$ cat src/rtl/core/sdas_pkg.sv
// ---------------------------------------------------------------------------
// sdas_pkg
// Constants, word types and state codes of the elevator disk arm scheduler.
// ---------------------------------------------------------------------------
package sdas_pkg;

  localparam int QUEUE_DEPTH = 64;
  localparam int TRACK_BITS  = 16;
  localparam int IDX_W       = (QUEUE_DEPTH > 1) ? $clog2(QUEUE_DEPTH) : 1;
  localparam int CNT_W       = $clog2(QUEUE_DEPTH + 1);
  localparam int FIELD_W     = 16;
  localparam int TOTAL_W     = 17;

  typedef logic [TRACK_BITS-1:0] trk_t;
  typedef logic [IDX_W-1:0]      idx_t;
  typedef logic [CNT_W-1:0]      cnt_t;

  localparam cnt_t DEPTH_CNT = cnt_t'(QUEUE_DEPTH);

  // Input word kinds
  localparam logic KIND_ADD = 1'b0;
  localparam logic KIND_RUN = 1'b1;

  typedef struct packed {
    logic               kind;
    logic [FIELD_W-1:0] track;
    logic [FIELD_W-1:0] head_start;
    logic               upward;
  } in_word_t;

  typedef struct packed {
    logic [FIELD_W-1:0] served_track;
    logic [FIELD_W-1:0] move_distance;
    logic [TOTAL_W-1:0] total_movement;
    logic               last_of_run;
    logic               none_pending;
  } out_word_t;

  typedef enum logic [1:0] {
    ST_IDLE,
    ST_EMPTY,
    ST_SCAN,
    ST_DECIDE
  } state_t;

endpackage

$ cat src/rtl/core/sdas_if.sv
// ---------------------------------------------------------------------------
// sdas_if
// Valid/ready channels for request words and service result words.
// ---------------------------------------------------------------------------
interface sdas_in_if;
  import sdas_pkg::*;
  logic     valid;
  logic     ready;
  in_word_t data;
  modport source (output valid, output data, input ready);
  modport sink   (input valid, input data, output ready);
endinterface

interface sdas_out_if;
  import sdas_pkg::*;
  logic      valid;
  logic      ready;
  out_word_t data;
  modport source (output valid, output data, input ready);
  modport sink   (input valid, input data, output ready);
endinterface

$ cat src/rtl/core/sdas_ram.sv
// ---------------------------------------------------------------------------
// sdas_ram
// Generic single-write, single-read RAM with a registered read port.
// ---------------------------------------------------------------------------
module sdas_ram #(
  parameter int WIDTH = 16,
  parameter int DEPTH = 64
) (
  input  logic                                        clk,
  input  logic                                        we,
  input  logic [((DEPTH > 1) ? $clog2(DEPTH) : 1)-1:0] waddr,
  input  logic [WIDTH-1:0]                            wdata,
  input  logic [((DEPTH > 1) ? $clog2(DEPTH) : 1)-1:0] raddr,
  output logic [WIDTH-1:0]                            rdata
);

  logic [WIDTH-1:0] mem [DEPTH];

  // Write port
  always_ff @(posedge clk) begin
    if (we) begin
      mem[waddr] <= wdata;
    end
  end

  // Registered read port
  always_ff @(posedge clk) begin
    rdata <= mem[raddr];
  end

endmodule

$ cat src/rtl/core/scan_disk_arm_scheduler.sv
// ---------------------------------------------------------------------------
// scan_disk_arm_scheduler
// Elevator (SCAN) disk arm scheduler over a table of pending track requests.
// ---------------------------------------------------------------------------
// Usage:
//   in_s  : request words. kind = add queues track (dropped when the table is
//           full); kind = run starts a sweep from head_start toward upward.
//   out_s : one result word per served request, nearest first in the sweep
//           direction, then the rest after the turn; last_of_run marks the
//           final one. A run with an empty table gives one word with
//           none_pending and last_of_run set and all other fields zero.
//   During a run each service takes one pass over the table held in RAM: the
//   reads of the entries, one entry per cycle, then the registered read, the
//   settle of the last compare and the decide state; the one service at the
//   turn takes two passes. Stalls of the receiver lengthen the run.
//   in_s.ready is low from the run word until the last result is loaded into
//   the output register. A stalled receiver holds the current result; the
//   next pass still runs, and its result waits for the register to empty.
//   Reset empties the table, clears output valid, sets the head to track zero
//   and the direction to upward. Each add writes its served mark as clear.
// ---------------------------------------------------------------------------
module scan_disk_arm_scheduler (
  input logic        clk,
  input logic        rst_n,
  sdas_in_if.sink    in_s,
  sdas_out_if.source out_s
);

  import sdas_pkg::*;

  state_t                 state_r, state_nxt;
  cnt_t                   pend_r;
  trk_t                   head_r;
  logic                   up_r;
  logic [TOTAL_W-1:0]     total_r;
  cnt_t                   issue_r;
  logic                   rd_vld_r;
  idx_t                   rd_idx_r;
  logic                   found_r;
  trk_t                   best_trk_r;
  idx_t                   best_idx_r;
  cnt_t                   served_r;
  out_word_t              out_r;
  logic                   out_vld_r;

  logic                   in_take, run_take;
  logic                   out_free;
  logic                   issue_more, scan_done;
  trk_t                   rd_trk;
  logic                   rd_mark;
  logic                   cand_dir, cand_better, take_cand;
  trk_t                   move_d;
  logic [TOTAL_W-1:0]     total_sum;
  logic                   last_svc;
  logic                   ram_we;
  logic                   issue_en, load_svc, load_empty, rescan, finish;
  logic                   tbl_we;
  idx_t                   tbl_waddr;
  logic [TRACK_BITS:0]    tbl_wdata;
  logic [TRACK_BITS:0]    tbl_rdata;

  // Request table: served mark in the top bit, track below it
  sdas_ram #(
    .WIDTH (TRACK_BITS + 1),
    .DEPTH (QUEUE_DEPTH)
  ) u_table (
    .clk   (clk),
    .we    (tbl_we),
    .waddr (tbl_waddr),
    .wdata (tbl_wdata),
    .raddr (issue_r[IDX_W-1:0]),
    .rdata (tbl_rdata)
  );

  assign rd_mark = tbl_rdata[TRACK_BITS];
  assign rd_trk  = tbl_rdata[TRACK_BITS-1:0];

  // Handshake terms
  assign in_take    = in_s.valid && in_s.ready;
  assign run_take   = in_take && (in_s.data.kind == KIND_RUN);
  assign out_free   = !out_vld_r || out_s.ready;
  assign issue_more = issue_r < pend_r;
  assign scan_done  = !issue_more && !rd_vld_r;

  // Compare the entry read back against the best one so far
  assign cand_dir    = up_r ? (rd_trk >= head_r) : (rd_trk <= head_r);
  assign cand_better = !found_r || (up_r ? (rd_trk < best_trk_r) : (rd_trk > best_trk_r));
  assign take_cand   = rd_vld_r && !rd_mark && cand_dir && cand_better;

  // Head movement for the chosen request
  assign move_d    = (best_trk_r >= head_r) ? (best_trk_r - head_r) : (head_r - best_trk_r);
  assign total_sum = total_r + TOTAL_W'(move_d);
  assign last_svc  = (cnt_t'(served_r + 1'b1) == pend_r);

  // Next state
  always_comb begin
    state_nxt = state_r;
    unique case (state_r)
      ST_IDLE: begin
        if (run_take) begin
          state_nxt = (pend_r == '0) ? ST_EMPTY : ST_SCAN;
        end
      end
      ST_EMPTY: begin
        if (out_free) begin
          state_nxt = ST_IDLE;
        end
      end
      ST_SCAN: begin
        if (scan_done) begin
          state_nxt = ST_DECIDE;
        end
      end
      ST_DECIDE: begin
        if (!found_r) begin
          state_nxt = ST_SCAN;
        end else if (out_free) begin
          state_nxt = last_svc ? ST_IDLE : ST_SCAN;
        end
      end
      default: state_nxt = ST_IDLE;
    endcase
  end

  // State decode
  always_comb begin
    in_s.ready = (state_r == ST_IDLE);
    ram_we     = in_take && (in_s.data.kind == KIND_ADD) && (pend_r < DEPTH_CNT);
    issue_en   = (state_r == ST_SCAN) && issue_more;
    load_svc   = (state_r == ST_DECIDE) && found_r && out_free;
    load_empty = (state_r == ST_EMPTY) && out_free;
    rescan     = (state_r == ST_DECIDE) && (!found_r || (out_free && !last_svc));
    finish     = load_svc && last_svc;
  end

  // Table write: an add stores a clear mark, a service sets the mark
  assign tbl_we    = ram_we || load_svc;
  assign tbl_waddr = load_svc ? best_idx_r : pend_r[IDX_W-1:0];
  assign tbl_wdata = load_svc ? {1'b1, best_trk_r}
                              : {1'b0, in_s.data.track[TRACK_BITS-1:0]};

  // Control registers
  always_ff @(posedge clk) begin
    if (!rst_n) begin
      state_r   <= ST_IDLE;
      pend_r    <= '0;
      head_r    <= '0;
      up_r      <= 1'b1;
      total_r   <= '0;
      issue_r   <= '0;
      rd_vld_r  <= 1'b0;
      found_r   <= 1'b0;
      served_r  <= '0;
      out_vld_r <= 1'b0;
    end else begin
      state_r  <= state_nxt;
      rd_vld_r <= issue_en;

      // Fill the table, and empty it when the last service of a run is loaded
      if (ram_we) begin
        pend_r <= cnt_t'(pend_r + 1'b1);
      end else if (finish) begin
        pend_r <= '0;
      end

      // Start a run: load head, direction and total
      if (run_take) begin
        head_r   <= in_s.data.head_start[TRACK_BITS-1:0];
        up_r     <= in_s.data.upward;
        total_r  <= '0;
        served_r <= '0;
      end else if (load_svc) begin
        head_r   <= best_trk_r;
        total_r  <= total_sum;
        served_r <= cnt_t'(served_r + 1'b1);
      end else if ((state_r == ST_DECIDE) && !found_r) begin
        up_r <= ~up_r;
      end

      // Walk the table
      if (run_take || rescan) begin
        issue_r <= '0;
        found_r <= 1'b0;
      end else begin
        if (issue_en) begin
          issue_r <= cnt_t'(issue_r + 1'b1);
        end
        if (take_cand) begin
          found_r <= 1'b1;
        end
      end

      // Output register valid
      if (load_svc || load_empty) begin
        out_vld_r <= 1'b1;
      end else if (out_s.ready) begin
        out_vld_r <= 1'b0;
      end
    end
  end

  // Payload registers
  always_ff @(posedge clk) begin
    rd_idx_r <= issue_r[IDX_W-1:0];
    if (take_cand) begin
      best_trk_r <= rd_trk;
      best_idx_r <= rd_idx_r;
    end
    if (load_svc) begin
      out_r.served_track   <= FIELD_W'(best_trk_r);
      out_r.move_distance  <= FIELD_W'(move_d);
      out_r.total_movement <= total_sum;
      out_r.last_of_run    <= last_svc;
      out_r.none_pending   <= 1'b0;
    end else if (load_empty) begin
      out_r.served_track   <= '0;
      out_r.move_distance  <= '0;
      out_r.total_movement <= '0;
      out_r.last_of_run    <= 1'b1;
      out_r.none_pending   <= 1'b1;
    end
  end

  assign out_s.valid = out_vld_r;
  assign out_s.data  = out_r;

endmodule

$ cat src/flat_wrapper.sv
// flat-port wrapper written by rule: the top's interface ports become plain ports
module scan_disk_arm_scheduler_flat import sdas_pkg::*;
  (clk, rst_n, in_s_valid, in_s_data, in_s_ready, out_s_valid, out_s_data, out_s_ready);
  sdas_in_if in_s_i ();
  sdas_out_if out_s_i ();
  input logic clk;
  input logic rst_n;
  input wire logic [$bits(in_s_i.valid)-1:0] in_s_valid;
  input wire logic [$bits(in_s_i.data)-1:0] in_s_data;
  output wire logic [$bits(in_s_i.ready)-1:0] in_s_ready;
  output wire logic [$bits(out_s_i.valid)-1:0] out_s_valid;
  output wire logic [$bits(out_s_i.data)-1:0] out_s_data;
  input wire logic [$bits(out_s_i.ready)-1:0] out_s_ready;
  assign in_s_i.valid = in_s_valid;
  assign in_s_i.data = in_s_data;
  assign in_s_ready = in_s_i.ready;
  assign out_s_valid = out_s_i.valid;
  assign out_s_data = out_s_i.data;
  assign out_s_i.ready = out_s_ready;
  scan_disk_arm_scheduler u_core (.clk(clk), .rst_n(rst_n), .in_s(in_s_i), .out_s(out_s_i));
endmodule
$ cat config.mk
export PLATFORM = sky130hd
export DESIGN_NAME = scan_disk_arm_scheduler_flat
export DESIGN_NICKNAME = d
export VERILOG_FILES = /design/src/rtl/core/sdas_pkg.sv /design/src/rtl/core/sdas_if.sv /design/src/rtl/core/sdas_ram.sv /design/src/rtl/core/scan_disk_arm_scheduler.sv /design/src/flat_wrapper.sv
export SDC_FILE = /design/constraint.sdc
export NUM_CORES = 2
export LEC_CHECK = 0
export BUFFER_PORTS_ARGS = -buffer_cell sky130_fd_sc_hd__buf_2
export CORE_MARGIN = 3
export CORE_UTILIZATION = 30
export CTS_BUF_LIST = sky130_fd_sc_hd__clkbuf_16
export DETAILED_ROUTE_END_ITERATION = 8
export PLACE_DENSITY = 0.53
export SLEW_MARGIN = 40
export SYNTH_ARGS = -nofsm -noshare
export SYNTH_HDL_FRONTEND = slang
export SYNTH_SLANG_ARGS = --single-unit
$ cat constraint.sdc
create_clock -name clk -period 6.5 [get_ports clk]
set_clock_uncertainty 0.15 [all_clocks]
set_input_delay 1.3 -clock clk [delete_from_list [all_inputs] [get_ports clk]]
set_output_delay 1.3 -clock clk [all_outputs]
set_load 0.005 [all_outputs]
-- Word level (Yosys, flattened, before mapping)
Memory sizes are Yosys's and may differ from the RTL's. A register that Yosys moved wholly into a read port is not among the register bits.
Index checks and enable logic that the tools add are counted.
- reduce and logical (&&, ||, !) cells: 39
- $mul: 0
- div/mod/pow operators: 0
- equal/unequal tests: 9
- add/sub/neg operators: 6
- bitwise gates (word level): 3
- muxes and demuxes: 26
- shift operators: 0
- magnitude comparators: 7
- operators by type and width (operator ; count):
    2-to-1 mux 51 bit ; 2
    2-to-1 mux 16 bit ; 3
    >= comparator 16 bit ; 2
    subtractor 16 bit ; 2
    adder 7 x 1 -> 7 bit, second input constant ; 3
    adder 17 x 16 -> 17 bit ; 1
    2-to-1 mux 17 bit ; 1
    greater-than comparator 16 bit ; 1
    less-or-equal comparator 16 bit ; 1
    logical AND 1 bit ; 16
    less-than comparator 16 bit ; 1
    2-to-1 mux 2 bit ; 7
    2-to-1 mux 7 bit ; 2
    nonzero test 2 bit ; 5
    2-to-1 mux 1 bit ; 9
    case mux 2 bit (4 select lines) ; 1
    == test 7 bit ; 1
    logical NOT 7 bit ; 1
    less-than comparator 7 bit ; 1
    less-than comparator 7 bit, second input constant ; 1
    logical NOT 1 bit ; 6
    logical OR 1 bit ; 6
    2-to-1 mux 6 bit ; 1
    != test 2 x 1 -> 1 bit, second input constant ; 3
    9 further kinds ; 13
- latch bits: 0
- bits in registers: 139
- memory bits (read-only): 0
- bits in writable memories: 1088
- memories: 1
- word-level logic and storage cells: 109
- bits of input ports: 38
- output and inout port bits: 53
- memory list (memory ; depth ; width ; rd ports ; clocked after memory_dff ; wr ports ; RTL line ; RTL):
    u_core.u_table.mem ; 64 ; 17 ; 1 ; 1 ; 1 ; sdas_ram.sv:17 ; logic [WIDTH-1:0] mem [DEPTH];

-- Longest topological paths before layout
- depth in word-level cells: 8
- gate-level depth with buffers: 21
- gate-level depth less buffers: 19

-- Cells and area by module
Synthesis repeated with hierarchy kept, for this count alone.
- cells, all modules: 2860
- area, all modules: 50895.1 um2
- modules (own cells, without submodules) (module ; cells an instance ; instances ; sequential area each (um2) ; area each (um2)):
    sdas_ram ; 1953 ; 1 ; 33011.7 ; 42344.4
    scan_disk_arm_scheduler ; 907 ; 1 ; 3503.4 ; 8550.7

-- Worst setup path before layout
Ideal clock, no wire load.
- path type: reg-to-reg
- start: reg u_core.best_trk_r[0]
- end: reg u_core.out_r (netlist bit u_core.out_s.data[11]) (data pin)
- data required time: 6.098 ns
- path buffers: 1
- arrival: 4.049 ns
- clock period less this slack: 4.451 ns
- cell stages (with the launch flop): 20
- setup time: 0.252 ns
- path slack: 2.049 ns
- path through: edfxtp_1 inv_1 ha_1 inv_1 fa_1 a211oi_1 o211ai_1 a32oi_1 o21a_1 buf_4 mux2i_1 inv_1 ha_1 a21o_1 a21oi_1 nor3_1 or3_1 a311o_1 nand3_1 inv_1
- cells in the longest elaborated chain, start to end: 4
- elaborated cells on any way between the ends: 6
- those cells by class: add/sub (3); order compare (1); mux (2)
- ends and longest elaborated chain (item ; RTL line ; RTL):
    start, declared ; scan_disk_arm_scheduler.sv:40 ; trk_t best_trk_r;
    start signal, assigned ; scan_disk_arm_scheduler.sv:206 ; best_trk_r <= rd_trk;
    subtractor 16 bit or >= comparator 16 bit (tied branches) ; scan_disk_arm_scheduler.sv:91 ; assign move_d = (best_trk_r >= head_r) ? (best_trk_r - head_r) : (head_r - best_trk_r);
    2-to-1 mux 16 bit (*) ; scan_disk_arm_scheduler.sv:91 ;
    adder 17 x 16 -> 17 bit (*) ; scan_disk_arm_scheduler.sv:92 ; assign total_sum = total_r + TOTAL_W'(move_d);
    2-to-1 mux 51 bit (*) ; scan_disk_arm_scheduler.sv:209 ; if (load_svc) begin
    end, declared ; scan_disk_arm_scheduler.sv:43 ; out_word_t out_r;
Every way passes the cells marked *; elsewhere a longest branch is shown, timed or not.
A chain may end at the register's enable or synchronous reset.

-- Worst setup path after layout
Same ends and word-level chain as after synthesis.

==> flow_summary.ini <==
[outcome]
status = complete, no violations

[floorplan]
die_x_um = 417
initial_core_util = 0.302
rows = 150
fp.coreArea_sq_mm = 0.167
pin_count = 91
dieArea_sq_mm = 0.174
chipHeight_um = 417

[detailed_routing]
routed_wl_mm = 132
first_iter_violations = 2478
first_pass_iters = 5
drc_errors = 0
ant_nets = 0
wire_per_inst_um = 25.8
num_vias = 25600
vias_per_cell = 4.99

[cts]
cts_root_buffer = clkbuf_16
cts.hold.buffers_added = 0
cts_resized = 0
clkSinkCount = 1244
cts_setup_buffers = 0
cts_buffers = 137
clock_latency_ns = 0.75
htreeDepth = 4
clk_pin_slew_ns = 0.07
clockBufferDepth = 3
cts_tree = yes

[logic_synthesis]
yosys.area_share.simple = 0.0367
async_flop_share = 0
ys.flop_type = edfxtp_1
synth-seq-cells = 1244
synth_fa_ha_area_frac = 0.0232
syn_area_sq_mm = 0.0506
syn-num-nets = 2734
synth_edf_count = 1160
ys_types = 67
synth-compound-area-share = 0.0357
muxShareOfSynthArea = 0.159
syn_area_per_cell_sq_um = 19.4
syn_inst = 2604
ys_seq_area_frac = 0.722
yosys_warnings = 0
synth_xor_area_frac = 0.00744
synth_top_family_by_area = multiplexers

[power]
combPwrFrac = 0.036
p_switching_w = 0.00352
power_frac_clock = 0.434
p_leak_nw = 18.4
vdd_drop_max_mv = 0.215
power.density_mw_per_mm2 = 284
p_int_w = 0.0132
netSwitchingFraction = 0.211
finalPower_w = 0.0167
seqPwrFrac = 0.530

[worst_setup_path]
critPathLaunchType = flop
arrival_ns = 5.59
crit_type = flop to flop
cp-end-kind = flop
critPathMaxFanout = 11
required_ns = 6.85

[placed_design]
numPortBuffers = 90
hpwl_mm = 82.2
gp_congestion = 0.821
dp.cells = 4881

[timing]
finalCritPeriodShare = 0.806
fin_setup_tns_ns = 0
finalHoldViolCount = 0
setup-violations-final = 0
max_freq_ghz = 0.191
drv_slew = 0
relSlewSlack = 0.409
grt_setup_unrepaired = no
tightest_slew_ns = 0.881
fin_crit_ns = 5.24

[flow_run]
max-cap-violations = 0

[final_layout]
syn_to_final_growth_pct = 16.1
fin_util = 0.351
layout-drive-gt1-share = 0.284
fill_cells = 15700
regArea_sq_mm = 0.0365
nets = 2948
stdcell_count = 5128
multi_input_area_sq_mm = 0.0136

[grt]
grt_pass1_vias = 26000
grt_max_degree = 67
antenna_found_initial = 5
overflow = 0
grt_pass1_wl_mm = 191
grt_use_total = 0.151

[min_path]
hold_class = flop to flop
## placed cells by master, fill, tap and decap left out, types with 63 or more instances in the layout
cell       netlist  routed
ha_1            89      89
nand2_1         73      73
a21oi_1         64      63
inv_1           63      93
edfxtp_1      1160    1160
buf_2           34      91
nor2_1         145      80
buf_4            9     100
clkbuf_16        0     143
dfxtp_1         84      80
mux4_2         345     345
## cells by family after synthesis
family / count (synthesis)
muxes: 374
AOI/OAI and AO/OA: 272
adders and majority gates: 92
xor gates and xnor gates: 43
DFF: 1244
and+or+nand+nor: 387
buffers and inverters: 192
## flip-flops by register name, summed over array words and instances, names as in the netlist
register              flops
u_core.out_s.valid        1
u_core.total_r           17
u_core.served_r           7
u_core.pend_r             7
u_core.out_s.data        51
u_core.rd_idx_r           6
u_core.rd_vld_r           1
u_core.state_r            2
u_core.u_table.rdata     17
u_core.u_table.mem     1088
u_core.up_r               1
u_core.best_idx_r         6
u_core.issue_r            7
u_core.found_r            1
u_core.head_r            16
u_core.best_trk_r        16
## power by group through the flow
stage / logic (W) / registers (W) / clock network (W)
after floorplan: 0.000346 / 0.00900 / 0
after global placement: 0.000596 / 0.00901 / 0
after detailed placement: 0.000606 / 0.00901 / 0
after CTS: 0.000608 / 0.00884 / 0.00743
after global routing: 0.000660 / 0.00884 / 0.00776
final: 0.000602 / 0.00884 / 0.00724
## per-stage QoR
step / hold WS, ns / worst slack, ns / cell area [sq um]
2_1_floorplan: 0.202 / 2.05 / 50600
6_report: 0.238 / 1.26 / 58700
5_1_grt: 0.257 / 0.914 / 58700
3_5_place_dp: 0.239 / 1.29 / 54500
4_1_cts: 0.227 / 1.29 / 58700
3_3_place_gp: 0.237 / 1.28 / 54400
## synthesized netlist by cell type (5+ instances only)
cell      instances  share of area
edfxtp_1       1160           0.69
mux4_2          345           0.15
nor2_1          145          0.011
ha_1             89          0.022
dfxtp_1          84          0.033
clkbuf_1         76         0.0056
nand2_1          73         0.0054
a21oi_1          64         0.0063
inv_1            63         0.0047
o21ai_0          50         0.0049
a21o_1           41         0.0061
buf_2            34         0.0034
mux2i_1          29         0.0057
nor2b_1          29         0.0036
nand3_1          28         0.0028
and2_1           26         0.0032
xnor2_1          26         0.0045
a211oi_1         23         0.0034
nand2b_1         20         0.0025
a221oi_1         18         0.0031
xor2_1           17         0.0029
nand4_1          13         0.0016
o21a_1           13         0.0019
a31oi_1          11         0.0014
nor3_1           11         0.0011
buf_4             9         0.0013
or3_1             9         0.0011
and3_1            8        0.00099
o21ai_1           8        0.00079
buf_1             7        0.00052
nor3b_1           5        0.00074
## cell type report
| cell class | count | area share |
|---|---|---|
| Multi-Input combinational cell | 1168 | 0.232 |
| Clock inverter | 99 | 0.00997 |
| Inverter | 65 | 0.00417 |
| Timing Repair Buffer | 202 | 0.0243 |
| Sequential cell | 1244 | 0.622 |
| Tap cell | 2204 | 0.0469 |
| Antenna cell | 3 | 0.000128 |
| Clock buffer | 143 | 0.0609 |
## layer usage
metal,track usage,share of wire,up-vias
met3,0.0263,0.050,139
met2,0.258,0.51,714
met1,0.202,0.43,13700
met5,0,0,-
met4,0.0341,0.015,0
li1,-,-,11100
## worst paths after layout
check / depth (start not counted) / to / startpoint / slack (ns)
setup / recovery: 18 / u_core.out_s.data[11]$_DFFE_PP_ / u_core.best_trk_r[0]$_DFFE_PP_ / 1.26
setup reg to reg: 18 / u_core.out_s.data[11]$_DFFE_PP_ / u_core.best_trk_r[0]$_DFFE_PP_ / 1.26
hold / removal: 0 / u_core.best_idx_r[3]$_DFFE_PP_ / u_core.rd_idx_r[3]$_DFF_P_ / 0.24
hold reg to reg: 0 / u_core.best_idx_r[3]$_DFFE_PP_ / u_core.rd_idx_r[3]$_DFF_P_ / 0.24
## critical path, cell delays in order (launching register included)
cell and delay, ns:
edfxtp_1 0.42, inv_1 0.10, ha_1 0.17, inv_1 0.06, fa_1 0.40, a211oi_1 0.34
o211ai_1 0.19, a32oi_1 0.31, o21a_1 0.57, mux2i_1 0.41, inv_1 0.09, ha_1 0.27
a21o_1 0.18, a21oi_1 0.27, nor3_1 0.16, or3_1 0.40, a311o_1 0.37, nand3_1 0.10
inv_1 0.05
Note: power is estimated with default switching activity, not from simulation.
